## src/hw/rtl/mrd_pkg.sv

```systemverilog
// ----------------------------------------------------------------------------
// mrd_pkg
// Shared types and constants of the receive deframer: byte roles, register
// indexes, reset values and the result word layout.
// ----------------------------------------------------------------------------
package mrd_pkg;

	localparam int unsigned CfgIdxW   = 1;
	localparam int unsigned CfgDataW  = 16;
	localparam int unsigned LenW      = 28;
	localparam int unsigned CountW    = 16;

	localparam logic [CfgIdxW-1:0] CFG_MAX_TOPIC   = 1'b0;
	localparam logic [CfgIdxW-1:0] CFG_MAX_PAYLOAD = 1'b1;

	localparam logic [CfgDataW-1:0] MAX_TOPIC_RST   = 16'd127;
	localparam logic [CfgDataW-1:0] MAX_PAYLOAD_RST = 16'd1023;

	localparam logic [3:0] TYPE_PUBLISH = 4'd3;

	typedef enum logic [2:0] {
		ROLE_HEADER   = 3'd0,
		ROLE_LENGTH   = 3'd1,
		ROLE_TLEN     = 3'd2,
		ROLE_TOPIC    = 3'd3,
		ROLE_PAYLOAD  = 3'd4,
		ROLE_BODY     = 3'd5,
		ROLE_DISCARD  = 3'd6
	} role_t;

	typedef struct packed {
		logic [7:0] data_byte;
		role_t      byte_role;
		logic [3:0] packet_type;
		logic       packet_end;
		logic       byte_kept;
		logic       malformed;
		logic       length_error;
	} result_t;

endpackage

```

## src/hw/rtl/mrd_in_if.sv

```systemverilog
// ----------------------------------------------------------------------------
// mrd_in_if
// Input channel: one received byte per word, valid/ready handshake.
// ----------------------------------------------------------------------------
interface mrd_in_if;
	logic       valid;
	logic       ready;
	logic [7:0] in_byte;

	modport source (output valid, output in_byte, input ready);
	modport sink (input valid, input in_byte, output ready);
endinterface

```

## src/hw/rtl/mrd_out_if.sv

```systemverilog
// ----------------------------------------------------------------------------
// mrd_out_if
// Output channel: one tagged byte per word, valid/ready handshake.
// ----------------------------------------------------------------------------
interface mrd_out_if;
	logic       valid;
	logic       ready;
	logic [7:0] data_byte;
	logic [2:0] byte_role;
	logic [3:0] packet_type;
	logic       packet_end;
	logic       byte_kept;
	logic       malformed;
	logic       length_error;

	modport source (output valid, output data_byte, output byte_role, output packet_type,
		output packet_end, output byte_kept, output malformed, output length_error,
		input ready);
	modport sink (input valid, input data_byte, input byte_role, input packet_type,
		input packet_end, input byte_kept, input malformed, input length_error,
		output ready);
endinterface

```

## src/hw/rtl/mqtt_receive_deframer_core.sv

```systemverilog
// ----------------------------------------------------------------------------
// mqtt_receive_deframer_core
// MQTT 3.1.1 receive deframer: tags each received byte with its role in the
// packet, decodes the remaining length and limits topic and payload bytes.
//
//   channel   dir   word                       handshake
//   rx        in    in_byte                    valid/ready
//   tx        out   tagged byte + flags        valid/ready
//   cfg_*     in    max_topic / max_payload    write enable, no wait
//
// one word per cycle sustained while tx takes words; rx reaches tx through stage 1 and the result register
// stage 1 registers the byte, the parser updates packet state as the byte
// moves into the result register
// a stalled tx holds both stages; rx ready drops only when both are full
// arst_n clears valids, packet state and loads the reset limits
// ----------------------------------------------------------------------------
module mqtt_receive_deframer_core import mrd_pkg::*; (
	input  logic                clk,
	input  logic                arst_n,
	mrd_in_if.sink              rx,
	mrd_out_if.source           tx,
	input  logic                cfg_we,
	input  logic [CfgIdxW-1:0]  cfg_index,
	input  logic [CfgDataW-1:0] cfg_data
);

	logic                valid_s1;
	logic [7:0]          byte_s1;
	logic [CfgDataW-1:0] max_topic_q;
	logic [CfgDataW-1:0] max_payload_q;
	logic                advance;
	logic                step;
	result_t             res;

	assign rx.ready = !valid_s1 || advance;
	assign step     = valid_s1 && advance;

	always_ff @(posedge clk or negedge arst_n) begin
		if (!arst_n) begin
			valid_s1 <= 1'b0;
		end else if (rx.ready) begin
			valid_s1 <= rx.valid;
		end
	end

	always_ff @(posedge clk) begin
		if (rx.ready && rx.valid) begin
			byte_s1 <= rx.in_byte;
		end
	end

	always_ff @(posedge clk or negedge arst_n) begin
		if (!arst_n) begin
			max_topic_q   <= MAX_TOPIC_RST;
			max_payload_q <= MAX_PAYLOAD_RST;
		end else if (cfg_we) begin
			case (cfg_index)
				CFG_MAX_TOPIC:   max_topic_q   <= cfg_data;
				CFG_MAX_PAYLOAD: max_payload_q <= cfg_data;
				default: ;
			endcase
		end
	end

	mrd_parser u_parser (
		.clk         (clk),
		.arst_n      (arst_n),
		.step        (step),
		.in_byte     (byte_s1),
		.max_topic   (max_topic_q),
		.max_payload (max_payload_q),
		.res         (res)
	);

	mrd_result_reg u_result (
		.clk     (clk),
		.arst_n  (arst_n),
		.load    (valid_s1),
		.d       (res),
		.advance (advance),
		.tx      (tx)
	);

endmodule

```

## src/hw/rtl/mrd_parser.sv

```systemverilog
// ----------------------------------------------------------------------------
// mrd_parser
// Packet state of the deframer: classifies one byte per step, decodes the
// remaining length and walks topic and payload of PUBLISH packets.
// ----------------------------------------------------------------------------
module mrd_parser import mrd_pkg::*; (
	input  logic                clk,
	input  logic                arst_n,
	input  logic                step,
	input  logic [7:0]          in_byte,
	input  logic [CfgDataW-1:0] max_topic,
	input  logic [CfgDataW-1:0] max_payload,
	output result_t             res
);

	typedef enum logic [2:0] {
		PH_HEADER,
		PH_LENGTH,
		PH_TLEN_HI,
		PH_TLEN_LO,
		PH_TOPIC,
		PH_PAYLOAD,
		PH_BODY,
		PH_ERROR
	} phase_t;

	phase_t              phase_q, phase_d;
	logic [3:0]          type_q, type_d;
	logic [LenW-1:0]     left_q, left_d;
	logic [1:0]          lidx_q, lidx_d;
	logic [CountW-1:0]   tlen_q, tlen_d;
	logic [CountW-1:0]   tcount_q, tcount_d;
	logic [CountW-1:0]   pcount_q, pcount_d;
	logic                err_q, err_d;

	logic [LenW-1:0]     shifted;
	logic [LenW-1:0]     len_sum;
	logic [LenW-1:0]     left_dec;
	logic                body_end;
	logic [CountW-1:0]   tlen_full;
	logic [CountW-1:0]   tcount_inc;
	logic [CountW-1:0]   pcount_inc;

	// length group placed by its index, least significant group first
	always_comb begin
		case (lidx_q)
			2'd0: shifted = {21'd0, in_byte[6:0]};
			2'd1: shifted = {14'd0, in_byte[6:0], 7'd0};
			2'd2: shifted = {7'd0, in_byte[6:0], 14'd0};
			2'd3: shifted = {in_byte[6:0], 21'd0};
			default: shifted = '0;
		endcase
	end

	assign len_sum    = left_q + shifted;
	assign left_dec   = (left_q != '0) ? left_q - 1'b1 : '0;
	assign body_end   = (left_dec == '0);
	assign tlen_full  = tlen_q | {8'd0, in_byte};
	assign tcount_inc = (tcount_q != '1) ? tcount_q + 1'b1 : tcount_q;
	assign pcount_inc = (pcount_q != '1) ? pcount_q + 1'b1 : pcount_q;

	always_comb begin
		phase_d  = phase_q;
		type_d   = type_q;
		left_d   = left_q;
		lidx_d   = lidx_q;
		tlen_d   = tlen_q;
		tcount_d = tcount_q;
		pcount_d = pcount_q;
		err_d    = err_q;

		res.data_byte    = in_byte;
		res.byte_role    = ROLE_DISCARD;
		res.packet_end   = 1'b0;
		res.byte_kept    = 1'b0;
		res.malformed    = 1'b0;

		case (phase_q)
			PH_HEADER: begin
				res.byte_role = ROLE_HEADER;
				type_d   = in_byte[7:4];
				left_d   = '0;
				lidx_d   = '0;
				tlen_d   = '0;
				tcount_d = '0;
				pcount_d = '0;
				phase_d  = PH_LENGTH;
			end
			PH_LENGTH: begin
				res.byte_role = ROLE_LENGTH;
				left_d = len_sum;
				if (in_byte[7]) begin
					if (lidx_q == 2'd3) begin
						err_d   = 1'b1;
						phase_d = PH_ERROR;
					end else begin
						lidx_d = lidx_q + 1'b1;
					end
				end else if (len_sum == '0) begin
					res.packet_end = 1'b1;
					phase_d        = PH_HEADER;
				end else if (type_q == TYPE_PUBLISH) begin
					if (len_sum < LenW'(2)) begin
						res.malformed = 1'b1;
						phase_d       = PH_BODY;
					end else begin
						phase_d = PH_TLEN_HI;
					end
				end else begin
					phase_d = PH_BODY;
				end
			end
			PH_TLEN_HI: begin
				res.byte_role  = ROLE_TLEN;
				tlen_d         = {in_byte, 8'd0};
				left_d         = left_dec;
				res.packet_end = body_end;
				phase_d        = body_end ? PH_HEADER : PH_TLEN_LO;
			end
			PH_TLEN_LO: begin
				res.byte_role  = ROLE_TLEN;
				tlen_d         = tlen_full;
				left_d         = left_dec;
				res.packet_end = body_end;
				if ({12'd0, tlen_full} > left_dec) begin
					res.malformed = 1'b1;
					phase_d       = body_end ? PH_HEADER : PH_BODY;
				end else if (body_end) begin
					phase_d = PH_HEADER;
				end else begin
					tcount_d = '0;
					if (tlen_full != '0) begin
						phase_d = PH_TOPIC;
					end else begin
						pcount_d = '0;
						phase_d  = PH_PAYLOAD;
					end
				end
			end
			PH_TOPIC: begin
				res.byte_role  = ROLE_TOPIC;
				res.byte_kept  = (tcount_q < max_topic);
				tcount_d       = tcount_inc;
				left_d         = left_dec;
				res.packet_end = body_end;
				if (body_end) begin
					phase_d = PH_HEADER;
				end else if (tcount_inc >= tlen_q) begin
					pcount_d = '0;
					phase_d  = PH_PAYLOAD;
				end
			end
			PH_PAYLOAD: begin
				res.byte_role  = ROLE_PAYLOAD;
				res.byte_kept  = (pcount_q < max_payload);
				pcount_d       = pcount_inc;
				left_d         = left_dec;
				res.packet_end = body_end;
				if (body_end) begin
					phase_d = PH_HEADER;
				end
			end
			PH_BODY: begin
				res.byte_role  = ROLE_BODY;
				left_d         = left_dec;
				res.packet_end = body_end;
				if (body_end) begin
					phase_d = PH_HEADER;
				end
			end
			default: begin
				res.byte_role = ROLE_DISCARD;
			end
		endcase

		res.packet_type  = type_d;
		res.length_error = err_d;
	end

	always_ff @(posedge clk or negedge arst_n) begin
		if (!arst_n) begin
			phase_q  <= PH_HEADER;
			type_q   <= '0;
			left_q   <= '0;
			lidx_q   <= '0;
			tlen_q   <= '0;
			tcount_q <= '0;
			pcount_q <= '0;
			err_q    <= 1'b0;
		end else if (step) begin
			phase_q  <= phase_d;
			type_q   <= type_d;
			left_q   <= left_d;
			lidx_q   <= lidx_d;
			tlen_q   <= tlen_d;
			tcount_q <= tcount_d;
			pcount_q <= pcount_d;
			err_q    <= err_d;
		end
	end

	a_err_sticky: assert property (@(posedge clk) disable iff (!arst_n)
		err_q |=> err_q)
		else $error("length error flag cleared");

	a_err_phase: assert property (@(posedge clk) disable iff (!arst_n)
		(phase_q == PH_ERROR) == err_q)
		else $error("error phase and error flag disagree");

	a_topic_bound: assert property (@(posedge clk) disable iff (!arst_n)
		(phase_q == PH_TOPIC) |-> (tcount_q < tlen_q))
		else $error("topic walk past topic length");

	a_body_left: assert property (@(posedge clk) disable iff (!arst_n)
		(phase_q == PH_TLEN_HI || phase_q == PH_TLEN_LO || phase_q == PH_TOPIC ||
		 phase_q == PH_PAYLOAD || phase_q == PH_BODY) |-> (left_q != '0))
		else $error("body phase with no bytes left");

endmodule

```

## src/hw/rtl/mrd_result_reg.sv

```systemverilog
// ----------------------------------------------------------------------------
// mrd_result_reg
// Result register of the deframer: holds one tagged word until the sink
// takes it, and tells the stage before when it may move on.
// ----------------------------------------------------------------------------
module mrd_result_reg import mrd_pkg::*; (
	input  logic      clk,
	input  logic      arst_n,
	input  logic      load,
	input  result_t   d,
	output logic      advance,
	mrd_out_if.source tx
);

	logic    valid_q;
	result_t data_q;

	assign advance = !valid_q || tx.ready;

	always_ff @(posedge clk or negedge arst_n) begin
		if (!arst_n) begin
			valid_q <= 1'b0;
		end else if (advance) begin
			valid_q <= load;
		end
	end

	always_ff @(posedge clk) begin
		if (advance && load) begin
			data_q <= d;
		end
	end

	assign tx.valid        = valid_q;
	assign tx.data_byte    = data_q.data_byte;
	assign tx.byte_role    = data_q.byte_role;
	assign tx.packet_type  = data_q.packet_type;
	assign tx.packet_end   = data_q.packet_end;
	assign tx.byte_kept    = data_q.byte_kept;
	assign tx.malformed    = data_q.malformed;
	assign tx.length_error = data_q.length_error;

endmodule
```

## src/flat_wrapper.sv

```systemverilog
// flat-port wrapper written by rule: the top's interface ports become plain ports
module mqtt_receive_deframer_core_flat import mrd_pkg::*;
  (clk, arst_n, cfg_we, cfg_index, cfg_data, rx_valid, rx_in_byte, rx_ready, tx_valid, tx_data_byte, tx_byte_role, tx_packet_type, tx_packet_end, tx_byte_kept, tx_malformed, tx_length_error, tx_ready);
  mrd_in_if rx_i ();
  mrd_out_if tx_i ();
  input  logic clk;
  input  logic arst_n;
  input  logic cfg_we;
  input  logic [CfgIdxW-1:0] cfg_index;
  input  logic [CfgDataW-1:0] cfg_data;
  input wire logic [$bits(rx_i.valid)-1:0] rx_valid;
  input wire logic [$bits(rx_i.in_byte)-1:0] rx_in_byte;
  output wire logic [$bits(rx_i.ready)-1:0] rx_ready;
  output wire logic [$bits(tx_i.valid)-1:0] tx_valid;
  output wire logic [$bits(tx_i.data_byte)-1:0] tx_data_byte;
  output wire logic [$bits(tx_i.byte_role)-1:0] tx_byte_role;
  output wire logic [$bits(tx_i.packet_type)-1:0] tx_packet_type;
  output wire logic [$bits(tx_i.packet_end)-1:0] tx_packet_end;
  output wire logic [$bits(tx_i.byte_kept)-1:0] tx_byte_kept;
  output wire logic [$bits(tx_i.malformed)-1:0] tx_malformed;
  output wire logic [$bits(tx_i.length_error)-1:0] tx_length_error;
  input wire logic [$bits(tx_i.ready)-1:0] tx_ready;
  assign rx_i.valid = rx_valid;
  assign rx_i.in_byte = rx_in_byte;
  assign rx_ready = rx_i.ready;
  assign tx_valid = tx_i.valid;
  assign tx_data_byte = tx_i.data_byte;
  assign tx_byte_role = tx_i.byte_role;
  assign tx_packet_type = tx_i.packet_type;
  assign tx_packet_end = tx_i.packet_end;
  assign tx_byte_kept = tx_i.byte_kept;
  assign tx_malformed = tx_i.malformed;
  assign tx_length_error = tx_i.length_error;
  assign tx_i.ready = tx_ready;
  mqtt_receive_deframer_core u_core (.clk(clk), .arst_n(arst_n), .rx(rx_i), .tx(tx_i), .cfg_we(cfg_we), .cfg_index(cfg_index), .cfg_data(cfg_data));
endmodule
```

## config.mk

```make
export PLATFORM = sky130hd
export DESIGN_NAME = mqtt_receive_deframer_core_flat
export DESIGN_NICKNAME = d
export VERILOG_FILES = /design/src/hw/rtl/mrd_pkg.sv /design/src/hw/rtl/mrd_in_if.sv /design/src/hw/rtl/mrd_out_if.sv /design/src/hw/rtl/mqtt_receive_deframer_core.sv /design/src/hw/rtl/mrd_parser.sv /design/src/hw/rtl/mrd_result_reg.sv /design/src/flat_wrapper.sv
export SDC_FILE = /design/constraint.sdc
export NUM_CORES = 1
export LEC_CHECK = 0
export BUFFER_PORTS_ARGS = -buffer_cell sky130_fd_sc_hd__buf_2
export CORE_MARGIN = 4
export CORE_UTILIZATION = 58
export CTS_BUF_LIST = sky130_fd_sc_hd__clkbuf_8
export DETAILED_ROUTE_END_ITERATION = 10
export PLACE_DENSITY_LB_ADDON = 0.05
export SYNTH_ARGS = -nofsm -noshare
export SYNTH_HDL_FRONTEND = slang
export SYNTH_HIERARCHICAL = 1
export SYNTH_SLANG_ARGS = --single-unit
```

## constraint.sdc

```tcl
create_clock -name clk -period 4.8 [get_ports clk]
set_clock_uncertainty 0.15 [all_clocks]
set_input_delay 0.48 -clock clk [delete_from_list [all_inputs] [get_ports clk]]
set_output_delay 0.48 -clock clk [all_outputs]
set_load 0.05 [all_outputs]
```

==> results.md <==
- Post-DP HPWL: 23.47 mm
- Average wire per standard cell: 19.35 um
- GRT Overall Usage: 0.2884
- Largest net degree at the start of global routing: 46
- Worst EP arrival: 4700 ps
- Post-route DRC: 0
- I/O Buffers: 50
- Synth Area in Adders: 0.1108
- Final number of hold-violating endpoints: 0
- Mux cell area share after synthesis: 0.04373
- Mean Syn Cell Area: 8.649 sq um
- Main combinational cell family by area after synthesis: simple AND/OR/NAND/NOR gates
- Measured slew at the worst slew-check pin: 986.1 ps
- Synth top cells by count: nor2_1 (117), dfrtp_1 (103), nand2_1 (103)
- Synth Area in XOR/XNOR: 0.03934
- Yosys top cell by area: dfrtp_1
- Top-count cell post-synth: nor2_1
- Layout area overhead: 8.847%
- Crit end category: register
- Routed WL: 30.74 mm
- Tightest Hold Check Type: primary input to register
- Unrepaired setup endpoints after global routing: false
- Setup TNS: 0 ps
- Post-Syn Instances: 1287
- # IOs: 51
- Distinct cells, synth: 81
- Critical path class: register to register
- Asr flop ratio synth: 0.8163
- Vias in the first global route: 9428
- Clk_lat worst skew: 460 ps
- Tcrit/Tclk final: 0.9384
- Slew Limit Fails: 0
- Clk buf depth: 2
- H-tree levels: 4
- Post-synth top flop: dfrtp_1
- Crit path launch type: register
- First-pass GRT wire length: 49.74 mm
- Final #Nets: 1470
- Height of the chip: 146.5 um
- Via-to-Cell Ratio: 6.210
- Final Hold Slack: 41.84 ps
- Initial Util: 0.5931
- Req. time, crit path: 4990 ps
- Status: finished clean
- Slew headroom: 0.3397
- Post-synthesis sequential area ratio: 0.3445
- Die Width: 146.5 um
- Routability Congestion: 0.9274
- DRT Pass-1 Iters: 5
- Global route overflow: 0
- Fillers: 1642
- Synthesized cell area: 0.01113 sq mm
- Post-Syn Nets: 1415
- Layout cells sized above 1: 0.1609
- Synthesis Warnings: 6
- Max cap viols: 0
- Num CTS Buffers: 17
- Die ar.: 0.02147 sq mm
- Leak Pwr: 5.400 nW
- Synth Area in Compound Gates: 0.1922
- Core Box Area: 0.01877 sq mm
- Post-synth EDFFs: 27
- Vias: 9867
- Share of the synthesized area in the top cell type: 0.2316
- Cell area power density: 556.4 mW/mm^2
- Post-synthesis simple-gate area fraction: 0.2158
- Post-route minimum period: 4504 ps
- Diode count: 0
- CTS tree: built
- Clock sink total: 147
- Top post-synthesis cells by area: dfrtp_1 (23%), ha_1 (11%), edfxtp_1 (7.3%), o21ai_0 (4.2%), dfstp_2 (4.0%)
- VDD IR max: 248.2 uV
- Antenna-violating nets left: 0
- Starting DRT DRC Count: 807
- CP Max Fanout: 15
- Row count: 50
- Maximum clock rate: 222.0 MHz
- Initial antenna violation count: 0
- Reg clk slew, reported paths: 90 ps
- Root cell of the clock tree: clkbuf_8
- # setup viols final: 0
- Synth Register Bits: 147
[placed cells by master, fill, tap and decap left out, drive strengths merged, types with 19 or more instances in the layout]
master and count:
a21oi 85, ha 97, nand4 24, nor2 117
nand2b 21, nand2 104, nor3 28, nand3 43
and2 38, xor2 19, inv 72, buf 100
mux2 39, xnor2 31, a21o 19, dfrtp 103
edfxtp 27, o21ai 120
[path summary, 6_finish.rpt]
kind	startpoint	end	slack (ps)	cells past startpoint
min in group asynchronous	arst_n	u_core/max_payload_q[10]	400	2
worst max register to register	u_core/u_parser/left_q[0]	u_core/u_parser/pcount_q[4]	300	17
worst min register to register	u_core/u_parser/err_q	u_core/u_parser/err_q	340	1
max in group asynchronous	arst_n	u_core/u_parser/err_q	3060	3
worst max-delay path	u_core/u_parser/left_q[0]	u_core/u_parser/pcount_q[4]	300	17
worst min-delay path	rx_in_byte[2]	u_core/byte_s1[2]	40	1
[metal layers]
| layer | track usage | wire, um | vias to the layer above |
|---|---|---|---|
| met4 | 0.1228 | 1343 | 0 |
| met2 | 0.4892 | 14930 | 297 |
| met5 | 0 | 0 | - |
| met1 | 0.3658 | 12990 | 4700 |
| li1 | - | - | 4787 |
| met3 | 0.04718 | 1487 | 83 |
[stage by stage]
step                      setup WS [ps]  total power (W)  utilization  area, sq um  std cells
after floorplan                   137.0         0.004617            -        11130       1287
after global placement            337.5         0.005678       0.6242        11720       1555
after detailed placement          248.3         0.005733       0.6242        11720       1555
after CTS                         204.7         0.006684       0.6443        12090       1588
after global routing              3.022         0.007276       0.6455        12120       1589
final                             295.6         0.006741       0.6455        12120       1589
[sequential cells by signal, summed over array words and instances (netlist names)]
register / flops
u_core/u_result/tx.byte_role: 3
u_core/u_parser/tlen_q: 16
u_core/u_result/tx.malformed: 1
u_core/u_parser/lidx_q: 2
u_core/u_parser/pcount_q: 16
u_core/u_parser/type_q: 4
u_core/max_payload_q: 16
u_core/max_topic_q: 16
u_core/u_result/tx.byte_kept: 1
u_core/u_result/tx.data_byte: 8
u_core/u_result/tx.packet_type: 4
u_core/u_result/tx.length_error: 1
u_core/byte_s1: 8
u_core/u_result/tx.valid: 1
u_core/u_parser/phase_q: 3
u_core/valid_s1: 1
u_core/u_parser/err_q: 1
u_core/u_parser/tcount_q: 16
u_core/u_parser/left_q: 28
u_core/u_result/tx.packet_end: 1
[kinds of logic after synthesis]
| family | after synthesis |
|---|---|
| fa+ha+maj | 98 |
| flops | 147 |
| simple gates | 473 |
| buf+inv | 134 |
| xor+xnor | 50 |
| mux | 40 |
| compound gates | 345 |
[report_power, final]
group,internal [W],leakage (nW),switching [W]
Sequential,0.00159,1.75,0.000385
Clock,0.000412,0.184,0.000517
Combinational,0.00148,3.47,0.00236
[timing repair]
action                                  4_1_cts  5_1_grt
endpoints found under the setup margin        0       23
resized for setup                             0        5
endpoints found under the hold margin        26        0
buffers inserted                              0        1
hold buffers                                  1        0
[critical path: stages, from the launching register on]
cell	delay [ps]
dfrtp_2	480
inv_2	110
ha_1	160
or3b_1	370
or4_4	460
xnor2_1	180
or2_2	300
ha_1	290
nand4_1	70
or2_2	310
nor3_1	220
a221oi_1	90
o21a_1	210
a21o_1	150
a21o_1	180
or2_1	200
buf_4	200
o31ai_1	280
[cell type report]
cell class / instances / area, sq um / area share
Multi-Input combinational cell: 1006 / 6723 / 0.5549
Timing Repair Buffer: 101 / 638.1 / 0.05267
Clock inverter: 15 / 132.6 / 0.01095
Clock buffer: 17 / 234.0 / 0.01931
Sequential cell: 147 / 3836 / 0.3166
Tap cell: 234 / 292.8 / 0.02417
Inverter: 69 / 259.0 / 0.02138
No activity file was read; power rests on OpenSTA's default activity.
